===== config.mk =====
export PLATFORM = sky130hd
export DESIGN_NAME = positional_insert_delete_list_core
export DESIGN_NICKNAME = d
export VERILOG_FILES = /design/src/sv/pidl_pkg.sv /design/src/sv/pidl_cell.sv /design/src/sv/positional_insert_delete_list_core.sv
export SDC_FILE = /design/constraint.sdc
export NUM_CORES = 2
export LEC_CHECK = 0
export BUFFER_PORTS_ARGS = -buffer_cell sky130_fd_sc_hd__buf_4
export CAP_MARGIN = 40
export CORE_ASPECT_RATIO = 1.75
export CORE_MARGIN = 2
export CORE_UTILIZATION = 35
export DETAILED_ROUTE_END_ITERATION = 7
export GPL_TIMING_DRIVEN = 0
export PLACE_DENSITY = 0.58
export SLEW_MARGIN = 20
export SYNTH_ARGS = -nofsm -noshare
export SYNTH_HDL_FRONTEND = slang
export SYNTH_SLANG_ARGS = --single-unit

===== constraint.sdc =====
create_clock -name clk -period 36.5 [get_ports clk]
set_input_delay 3.65 -clock clk [delete_from_list [all_inputs] [get_ports clk]]
set_output_delay 3.65 -clock clk [all_outputs]
set_load 0.005 [all_outputs]

===== src/sv/pidl_pkg.sv =====
// ----------------------------------------------------------------------------
// pidl_pkg: shared types and constants of the positional list
// Sizes, command and status codes, and the control request that is broadcast
// along the row of storage cells.
// ----------------------------------------------------------------------------
package pidl_pkg;

  localparam int CAPACITY = 16;
  localparam int IDX_W    = (CAPACITY > 1) ? $clog2(CAPACITY) : 1;
  localparam int CNT_W    = $clog2(CAPACITY + 1);
  localparam int POS_W    = 8;
  localparam int VAL_W    = 32;
  localparam int CMP_W    = (CNT_W > POS_W) ? CNT_W : POS_W;

  localparam int CMD_W    = 2;
  localparam int STATUS_W = 2;
  localparam int EIDX_W   = 4;
  localparam int ECNT_W   = 5;

  localparam int S_DATA_W = 40;  // position, value
  localparam int M_DATA_W = 48;  // element, element_index, entry_count, pad

  typedef enum logic [CMD_W-1:0] {
    CMD_VIEW   = 2'd0,
    CMD_INSERT = 2'd1,
    CMD_DELETE = 2'd2,
    CMD_NONE   = 2'd3
  } cmd_t;

  typedef enum logic [STATUS_W-1:0] {
    ST_OK     = 2'd0,
    ST_FULL   = 2'd1,
    ST_EMPTY  = 2'd2,
    ST_BADPOS = 2'd3
  } status_t;

  typedef enum logic [2:0] {
    CELL_HOLD   = 3'd0,
    CELL_INSERT = 3'd1,
    CELL_DELETE = 3'd2,
    CELL_SNAP   = 3'd3,
    CELL_SHIFT  = 3'd4
  } cell_op_t;

  typedef struct packed {
    cell_op_t          op;
    logic [IDX_W-1:0]  pos;
    logic [VAL_W-1:0]  value;
  } cell_ctl_t;

endpackage


===== src/sv/pidl_cell.sv =====
// ----------------------------------------------------------------------------
// pidl_cell: one storage cell of the list
// Holds one entry and one view copy; takes neighbour data on insert, delete
// and view shift.
// ----------------------------------------------------------------------------
module pidl_cell (
  input  logic                           clk,
  input  pidl_pkg::cell_ctl_t            ctl,
  input  logic [pidl_pkg::IDX_W-1:0]     cell_idx,
  input  logic [pidl_pkg::VAL_W-1:0]     left_entry,
  input  logic [pidl_pkg::VAL_W-1:0]     right_entry,
  input  logic [pidl_pkg::VAL_W-1:0]     right_shadow,
  output logic [pidl_pkg::VAL_W-1:0]     entry,
  output logic [pidl_pkg::VAL_W-1:0]     shadow
);
  import pidl_pkg::*;

  logic [VAL_W-1:0] entry_next;
  logic [VAL_W-1:0] shadow_next;

  always_comb begin
    entry_next  = entry;
    shadow_next = shadow;
    unique case (ctl.op)
      CELL_HOLD: begin
      end
      CELL_INSERT: begin
        if (cell_idx == ctl.pos) begin
          entry_next = ctl.value;
        end else if (cell_idx > ctl.pos) begin
          entry_next = left_entry;
        end
      end
      CELL_DELETE: begin
        if (cell_idx >= ctl.pos) begin
          entry_next = right_entry;
        end
      end
      CELL_SNAP: begin
        shadow_next = entry;
      end
      CELL_SHIFT: begin
        shadow_next = right_shadow;
      end
      default: begin
      end
    endcase
  end

  always_ff @(posedge clk) begin
    entry  <= entry_next;
    shadow <= shadow_next;
  end

endmodule


===== src/sv/positional_insert_delete_list_core.sv =====
// Results: insert, delete and refused commands give their one result in the cycle
//   after the request is accepted; a view first snapshots the row into the view
//   copies, then streams one result per cycle while the receiver takes them.
// Input: one request per cycle for insert and delete while the result is free;
//   a view holds the input until its last entry is out (single view copy chain).
// Reset (rst, synchronous, active high) empties the list and drops any result.
// ----------------------------------------------------------------------------
// positional_insert_delete_list_core: packed list with insert/delete at index
// A row of cells stores the entries; insert and delete shift the whole row at
// once, a view snapshots the row and streams it out through cell zero.
// ----------------------------------------------------------------------------
module positional_insert_delete_list_core (
  input  logic                              clk,
  input  logic                              rst,
  input  logic                              s_tvalid,
  output logic                              s_tready,
  // [7:0] position, [39:8] value
  input  logic [pidl_pkg::S_DATA_W-1:0]     s_tdata,
  // [1:0] command
  input  logic [pidl_pkg::CMD_W-1:0]        s_tuser,
  output logic                              m_tvalid,
  input  logic                              m_tready,
  // [31:0] element, [35:32] element_index, [40:36] entry_count, [47:41] zero
  output logic [pidl_pkg::M_DATA_W-1:0]     m_tdata,
  // [1:0] status
  output logic [pidl_pkg::STATUS_W-1:0]     m_tuser,
  output logic                              m_tlast
);
  import pidl_pkg::*;

  typedef enum logic [1:0] {
    S_IDLE = 2'b01,
    S_VIEW = 2'b10
  } state_t;

  // Control state
  state_t           state, state_next;
  logic [CNT_W-1:0] count, count_next;
  logic [IDX_W-1:0] view_idx, view_idx_next;

  // Result register
  status_t           out_status, status_next;
  logic [VAL_W-1:0]  out_element, element_next;
  logic [EIDX_W-1:0] out_index, index_next;
  logic [ECNT_W-1:0] out_count;
  logic              out_last, last_next;
  logic              load_out;

  // Request decode
  logic             out_free;
  logic             accept;
  cmd_t             cmd;
  logic [POS_W-1:0] in_pos;
  logic [VAL_W-1:0] in_value;
  logic [CMP_W-1:0] pos_cmp, count_cmp;
  logic [IDX_W-1:0] ins_pos;
  logic             is_full;
  logic             view_last;

  cell_ctl_t        ctl;
  logic [VAL_W-1:0] entry_q  [CAPACITY];
  logic [VAL_W-1:0] shadow_q [CAPACITY];

  assign out_free  = !m_tvalid || m_tready;
  assign s_tready  = (state == S_IDLE) && out_free;
  assign accept    = s_tvalid && s_tready;
  assign cmd       = cmd_t'(s_tuser);
  assign in_pos    = s_tdata[POS_W-1:0];
  assign in_value  = s_tdata[POS_W +: VAL_W];
  assign pos_cmp   = CMP_W'(in_pos);
  assign count_cmp = CMP_W'(count);
  assign is_full   = (count == CNT_W'(CAPACITY));
  // Clamp an insert past the end onto the append slot
  assign ins_pos   = (pos_cmp > count_cmp) ? IDX_W'(count) : IDX_W'(in_pos);
  assign view_last = ((CNT_W'(view_idx) + CNT_W'(1)) == count);

  always_comb begin
    state_next    = state;
    count_next    = count;
    view_idx_next = view_idx;
    load_out      = 1'b0;
    status_next   = ST_OK;
    element_next  = '0;
    index_next    = '0;
    last_next     = 1'b1;
    ctl.op        = CELL_HOLD;
    ctl.pos       = IDX_W'(in_pos);
    ctl.value     = in_value;
    unique case (state)
      S_IDLE: begin
        if (accept) begin
          unique case (cmd)
            CMD_VIEW: begin
              if (count == '0) begin
                load_out    = 1'b1;
                status_next = ST_EMPTY;
              end else begin
                // Snapshot the row, then stream it out from cell zero
                ctl.op        = CELL_SNAP;
                view_idx_next = '0;
                state_next    = S_VIEW;
              end
            end
            CMD_INSERT: begin
              load_out = 1'b1;
              if (is_full) begin
                status_next = ST_FULL;
              end else begin
                ctl.op     = CELL_INSERT;
                ctl.pos    = ins_pos;
                count_next = count + CNT_W'(1);
              end
            end
            CMD_DELETE: begin
              load_out = 1'b1;
              if (count == '0) begin
                status_next = ST_EMPTY;
              end else if (pos_cmp >= count_cmp) begin
                status_next = ST_BADPOS;
              end else begin
                ctl.op     = CELL_DELETE;
                count_next = count - CNT_W'(1);
              end
            end
            default: begin
              // Unused command: drop without a result
            end
          endcase
        end
      end
      S_VIEW: begin
        if (out_free) begin
          load_out      = 1'b1;
          element_next  = shadow_q[0];
          index_next    = EIDX_W'(view_idx);
          last_next     = view_last;
          ctl.op        = CELL_SHIFT;
          view_idx_next = view_idx + IDX_W'(1);
          if (view_last) begin
            state_next = S_IDLE;
          end
        end
      end
      default: begin
        state_next = S_IDLE;
      end
    endcase
  end

  // Row of storage cells; the ends see zero from beyond the row
  for (genvar i = 0; i < CAPACITY; i++) begin : g_cell
    logic [VAL_W-1:0] left_entry;
    logic [VAL_W-1:0] right_entry;
    logic [VAL_W-1:0] right_shadow;

    if (i == 0) begin : g_first
      assign left_entry = '0;
    end else begin : g_inner_l
      assign left_entry = entry_q[i-1];
    end

    if (i == CAPACITY - 1) begin : g_final
      assign right_entry  = '0;
      assign right_shadow = '0;
    end else begin : g_inner_r
      assign right_entry  = entry_q[i+1];
      assign right_shadow = shadow_q[i+1];
    end

    pidl_cell u_cell (
      .clk          (clk),
      .ctl          (ctl),
      .cell_idx     (IDX_W'(i)),
      .left_entry   (left_entry),
      .right_entry  (right_entry),
      .right_shadow (right_shadow),
      .entry        (entry_q[i]),
      .shadow       (shadow_q[i])
    );
  end

  always_ff @(posedge clk) begin
    if (rst) begin
      state    <= S_IDLE;
      count    <= '0;
      view_idx <= '0;
      m_tvalid <= 1'b0;
    end else begin
      state    <= state_next;
      count    <= count_next;
      view_idx <= view_idx_next;
      if (load_out) begin
        m_tvalid <= 1'b1;
      end else if (m_tready) begin
        m_tvalid <= 1'b0;
      end
    end
  end

  // Result payload: hold until the next result is loaded
  always_ff @(posedge clk) begin
    if (load_out) begin
      out_status  <= status_next;
      out_element <= element_next;
      out_index   <= index_next;
      out_count   <= ECNT_W'(count_next);
      out_last    <= last_next;
    end
  end

  assign m_tdata = {(M_DATA_W - VAL_W - EIDX_W - ECNT_W)'(0), out_count, out_index,
                    out_element};
  assign m_tuser = out_status;
  assign m_tlast = out_last;

`ifndef SYNTHESIS
  a_count_range : assert property (@(posedge clk) disable iff (rst)
    count <= CNT_W'(CAPACITY))
    else $error("entry count beyond capacity");

  a_view_blocks_input : assert property (@(posedge clk) disable iff (rst)
    (state == S_VIEW) |-> !s_tready)
    else $error("request taken during a view");

  a_view_idx_range : assert property (@(posedge clk) disable iff (rst)
    (state == S_VIEW) |-> (CNT_W'(view_idx) < count))
    else $error("view index past entry count");

  a_insert_grows : assert property (@(posedge clk) disable iff (rst)
    (accept && cmd == CMD_INSERT && !is_full) |=> (count == $past(count) + CNT_W'(1)))
    else $error("insert did not grow the list");
`endif

endmodule


After elaboration in Yosys (flattened, before gate mapping)
Index checks and enable logic that the tools add are counted.
{"block": "totals", "register_bits": 1080, "out_inout_bits": 53, "elab_cells": 293}
{"block": "op_classes", "addsub": 4, "order_cmp": 34, "n_eq_ne": 62, "mux": 120, "reduce_logical": 32}
{"operator": "case mux 32 bit (2 select lines)", "n": 32}
{"operator": "2-to-1 mux 32 bit", "n": 48}
{"operator": "!= test 3 x 1 -> 1 bit, second input constant", "n": 16}
{"operator": "AND reduction 3 bit", "n": 16}
{"operator": "!= test 2 x 1 -> 1 bit, second input constant", "n": 17}
{"operator": "equality test 4 bit, first input constant", "n": 8}
{"operator": "greater-or-equal comparator 4 bit, first input constant", "n": 8}
{"operator": "greater-than comparator 4 bit, first input constant", "n": 8}
{"operator": "2-to-1 mux 5 bit", "n": 6}
{"operator": "2-to-1 mux 4 bit", "n": 7}
{"operator": "2-to-1 mux 2 bit", "n": 11}
{"operator": "equality test 3 x 4 -> 1 bit, first input constant", "n": 4}
{"operator": "greater-or-equal comparator 3 x 4 -> 1 bit, first input constant", "n": 4}
{"operator": "greater-than comparator 3 x 4 -> 1 bit, first input constant", "n": 4}
{"operator": "case mux 5 bit (2 select lines)", "n": 1}
{"operator": "AND reduction 5 bit", "n": 2}
{"operator": "case mux 3 bit (3 select lines)", "n": 1}
{"operator": "equality test 2 x 4 -> 1 bit, first input constant", "n": 2}
{"operator": "greater-or-equal comparator 1 x 4 -> 1 bit, first input constant", "n": 2}
{"operator": "greater-or-equal comparator 2 x 4 -> 1 bit, first input constant", "n": 2}
{"operator": "greater-or-equal comparator 8 x 5 -> 1 bit", "n": 1}
{"operator": "greater-than comparator 1 x 4 -> 1 bit, first input constant", "n": 2}
{"operator": "greater-than comparator 2 x 4 -> 1 bit, first input constant", "n": 2}
{"operator": "greater-than comparator 8 x 5 -> 1 bit", "n": 1}
{"operator": "other kinds (30)", "n": 47}

Logic depth before layout (Yosys ltp)
{"block": "logic_depth", "word_depth": 10, "mapped_depth": 13}

Cells and area by module
A second synthesis with hierarchy kept.
{"block": "unflattened", "cells_unflattened": 3833, "area_unflattened_um2": 53448.8}
{"mod": "pidl_cell", "n_inst": 16, "cells_each": 223, "area_each_um2": 3156.8, "seq_area_each_um2": 1921.8}
{"mod": "positional_insert_delete_list_core", "n_inst": 1, "cells_each": 265, "area_each_um2": 2940.3, "seq_area_each_um2": 1561.5}

Worst setup path before layout
No wires, ideal clock.
{"block": "synth_path", "path_kind": "input port to flip-flop", "from": "input port s_tdata[0] in the netlist's numbering", "to": "register g_cell[0].u_cell.shadow[0] in the netlist's numbering (enable)", "setup_ns": 1.399, "arrival_time_ns": 26.424, "slack_ns": 8.677, "cell_stages": 10, "n_path_buf": 2, "cell_sequence": "clkbuf_1 -> inv_1 -> ha_1 -> nand2b_1 -> a21oi_1 -> o211ai_2 -> buf_2 -> o21ai_0 -> a2bb2oi_1 -> nor2_1"}
{"block": "synth_between", "elab_chain_len": 8, "elab_cells_between_ends": 9, "cone_classes": "order compare (1); eq/ne (2); mux (5); reduce/logical (1)"}
{"element": "from (decl)", "line_no": "positional_insert_delete_list_core.sv:18", "rtl": "input logic [pidl_pkg::S_DATA_W-1:0] s_tdata,"}
{"element": "greater-or-equal comparator 8 x 5 -> 1 bit (*)", "line_no": "positional_insert_delete_list_core.sv:118", "rtl": "end else if (pos_cmp >= count_cmp) begin"}
{"element": "2-to-1 mux 2 bit (*)", "line_no": "positional_insert_delete_list_core.sv:118"}
{"element": "2-to-1 mux 2 bit (*)", "line_no": "positional_insert_delete_list_core.sv:116", "rtl": "if (count == '0) begin"}
{"element": "case mux 3 bit (3 select lines) (*)", "line_no": "positional_insert_delete_list_core.sv:92", "rtl": "unique case (cmd)"}
{"element": "2-to-1 mux 7 bit (*)", "line_no": "positional_insert_delete_list_core.sv:91", "rtl": "if (accept) begin"}
{"element": "case mux 3 bit (2 select lines) (*)", "line_no": "positional_insert_delete_list_core.sv:89", "rtl": "unique case (state)"}
{"element": "equality test 3 x 2 -> 1 bit or equality test 3 bit (tied branches)", "line_no": "pidl_cell.sv:24", "rtl": "unique case (ctl.op)"}
{"element": "nonzero test 2 bit (no source line) (*)"}
{"element": "to (signal assigned)", "line_no": "pidl_cell.sv:52", "rtl": "shadow <= shadow_next;"}
{"element": "to (decl)", "line_no": "pidl_cell.sv:14", "rtl": "output logic [pidl_pkg::VAL_W-1:0] shadow"}
Mark *: on every way between the ends. The rest lies on a longest branch, timed or not.
A chain may end at the register's enable or synchronous reset.

Final worst setup path
{"block": "layout_path", "from": "input port m_tready", "to": "output port s_tready"}
{"block": "layout_between", "elab_chain_len": 2}
{"element": "from (decl)", "line_no": "positional_insert_delete_list_core.sv:22", "rtl": "input logic m_tready,"}
{"element": "logical OR 1 bit", "line_no": "positional_insert_delete_list_core.sv:64", "rtl": "assign out_free = !m_tvalid || m_tready;"}
{"element": "logical AND 1 bit", "line_no": "positional_insert_delete_list_core.sv:65", "rtl": "assign s_tready = (state == S_IDLE) && out_free;"}
{"element": "to (decl)", "line_no": "positional_insert_delete_list_core.sv:16", "rtl": "output logic s_tready,"}
No other way between the ends.

==> metrics <==
status=complete, no violations; Comb pwr share=between 10% and 20%; crit path time final=8610 ps; buffers added on ports=a little under 60; Worst VDD drop=37.9 uV; CTS tree=built; top-count cell post-synth=edfxtp_1; Fillers=~13k; top cells by area, synth=edfxtp_1, mux2_2, nand2_1, a31oi_1, nor2_1; # DRC=0; I/O pin count=99; Reg-to-Reg End=g_cell[11].u_cell.shadow[17]; Worst Hold Class=reg -> reg; final period utilization=23.6%; clock sink count=1,080; via count=32.9k; RR Startpoint=count[3]; first-pass GRT wire length=approximately 220 mm; gr usage total=around a fifth; Slew Limit Fails=0; Area Overhead vs Synth=14.6%; Worst-Margin Slew=approximately 900 ps; final setup violation count=0; largest net degree at the start of global routing=30; Synth area leader=edfxtp_1; Post-Syn Instances=between 4k and 5k; fmax=116 MHz; worst r2r path cells=19; DIE AREA=around 150,000 um2; sequential area share after synthesis=between 60% and 70%; sw frac=23.8%; CTS Buf Count=96; crit path kind=in -> out; Max H-tree Level=3; Worst-Skew Late Latency=720 ps; total area of sequential cells=between 30,000 and 40,000 um2; area of the multi-input gates=16,600 um2; share of cells above drive strength 1=22.3%; clock root buffer=clkbuf_16; HP Start=view_idx[1]; Longest Clk Path Bufs=3; Max-slew headroom=40.2%; clk slew on worst S/H paths=~70 ps; buffer count from post-CTS setup fixing=0; vias in the first global route=between 30k and 40k; Startpoint Class=input pin; Initial Util=35.1%; Crit Path Max Fanout=10; CTS Hold Bufs=0; vias per cell=5.15; Seq cells post-synth=1,080; total placed instance area=54,900 um2; Int Power=2.20 mW; Final Cell Area=about 58,000 um2; Hold Path End=view_idx[1]; syn avg cell area=12.1 um2; top-area cell type share of the netlist area=63.1%; Total Nets Final=4,503; Hold Crit Depth=2; FFs w/ async S/R, synth=0%; Core ar.=145,000 um2; post-DP HPWL=119 mm; Fin. Hold Viols=0; Tot Pwr=between 2 and 3 mW; Final Skew=30.4 ps; Detail Route Antenna Nets=0; flop-to-flop setup slack=30,900 ps; max-cap violations=0; Avg WL per Cell=around 24 um; cts repair resizes=0; setup TNS=0 ps; Worst EP required=32,850 ps; Synth Warn #=0; chip width=slightly below 300 um; top cells by count, synth=edfxtp_1, nand2_1, nor2_1; Worst Setup End Kind=primary output; GP Congestion=between 0.8 and 0.9; initial antenna violation count=3; Iter 0 DRT Violations=2,263; Die Ht=about 510 um; Synth cell types=a little over 60; P per Cell Area=about 50 nW/um2; predominant post-synthesis flop cell=edfxtp_1; Post-Syn Area=50,800 um2; total grt overflow=0; Routed WL=151 mm; 1st-pass router iterations=8; RSZ-0062 raised after global routing=false; Reg power frac=52.5%; Post-synth EDFFs=1,068; Pleak=20.0 nW; Psw=0.687 mW; Clk network pwr share=37.1%; site row count=approximately 190; critical path arrival=slightly below 5000 ps
-- metal layers --
layer	global-route usage, %	part of all wire, %	vias up
met3	1.64	3.2	297
met1	20.1	35	15900
met4	13.0	6.8	0
li1	-	-	15700
met5	0	0	-
met2	39.4	55	975
-- sequential cells by signal, summed over array words and instances, names as in the netlist, 2 cells and up --
register / cells
count: 5
g_cell.u_cell.shadow: 512
out_element: 32
view_idx: 4
out_count: 5
g_cell.u_cell.entry: 512
state: 2
m_tuser: 2
out_index: 4
-- power by group through the flow --
stage / Clock (mW) / Combinational, mW / Sequential, mW
after floorplan: 0 / 0.176 / 1.57
after global placement: 0 / 0.270 / 1.60
after detailed placement: 0 / 0.300 / 1.54
after CTS: 1.09 / 0.302 / 1.52
after global routing: 1.13 / 0.323 / 1.52
final: 1.07 / 0.300 / 1.52
-- area by class of cell --
class | instances | area share, %
diodes | 4 | 0.0172
plain buffers | 356 | 3.48
clock buffers | 115 | 4.36
clock inverters | 60 | 1.20
inverters | 17 | 0.110
multi-input cells | 2765 | 28.6
flip-flops and latches | 1080 | 55.5
well taps | 1870 | 4.02
repair buffers | 127 | 2.75
-- cell usage in the layout (no fill, tap or decap), drive strengths merged, types with 4 or more instances in the layout --
master / netlist / layout
mux2i: 51 / 51
inv: 17 / 20
o21ai: 40 / 40
a31oi: 456 / 456
and2: 5 / 5
dfxtp: 12 / 12
a21oi: 19 / 19
clkbuf: 154 / 269
xnor2: 6 / 6
nor3: 8 / 8
a211oi: 5 / 5
nor2: 516 / 516
nand3: 18 / 18
conb: 1 / 7
clkinv: 0 / 38
buf: 202 / 329
or3: 8 / 8
nand2: 994 / 994
diode: 0 / 4
nand2b: 5 / 5
mux2: 496 / 496
nor2b: 39 / 39
clkinvlp: 0 / 5
bufinv: 0 / 14
edfxtp: 1068 / 1068
and3: 37 / 37
ha: 14 / 14
-- worst max path at each step --
stage                     startpoint                            to  slack, ps
after detailed placement    m_tready                      s_tready      27770
after CTS                   m_tready                      s_tready      27770
after floorplan           s_tdata[0]    g_cell[0].u_cell.shadow[0]       8680
after global placement    s_tdata[0]  g_cell[15].u_cell.shadow[15]      -5070
final                       m_tready                      s_tready      27890
after global routing        m_tready                      s_tready      27810
-- metrics by stage --
step | instances | utilization [%] | hold WS, ps | setup slack [ps]
6_report | 6394 | 40.2 | 503 | 27890
5_1_grt | 6392 | 40.2 | 542 | 27810
4_1_cts | 6389 | 40.2 | 498 | 27770
3_5_place_dp | 6214 | 38.0 | 483 | 27770
3_3_place_gp | 6147 | 37.0 | 479 | -5070
2_1_floorplan | 4218 | - | 458 | 8680
-- cell families after synthesis --
group	after synthesis	synth area share (%)
AO/OA/AOI/OAI	544	6.72
XOR/XNOR	8	0.138
adder cells (fa/ha/maj)	15	0.365
buffers and inverters	373	4.11
flip-flops	1080	63.6
multiplexers	547	12.2
other	1	0.00738
AND/OR/NAND/NOR	1644	12.8
-- critical path, cell delays in order --
cell	delay (ps)
buf_4	90
nand2b_1	280
clkbuf_1	610
and2_1	220
buf_4	110
Power figures use the tool's default switching activity.
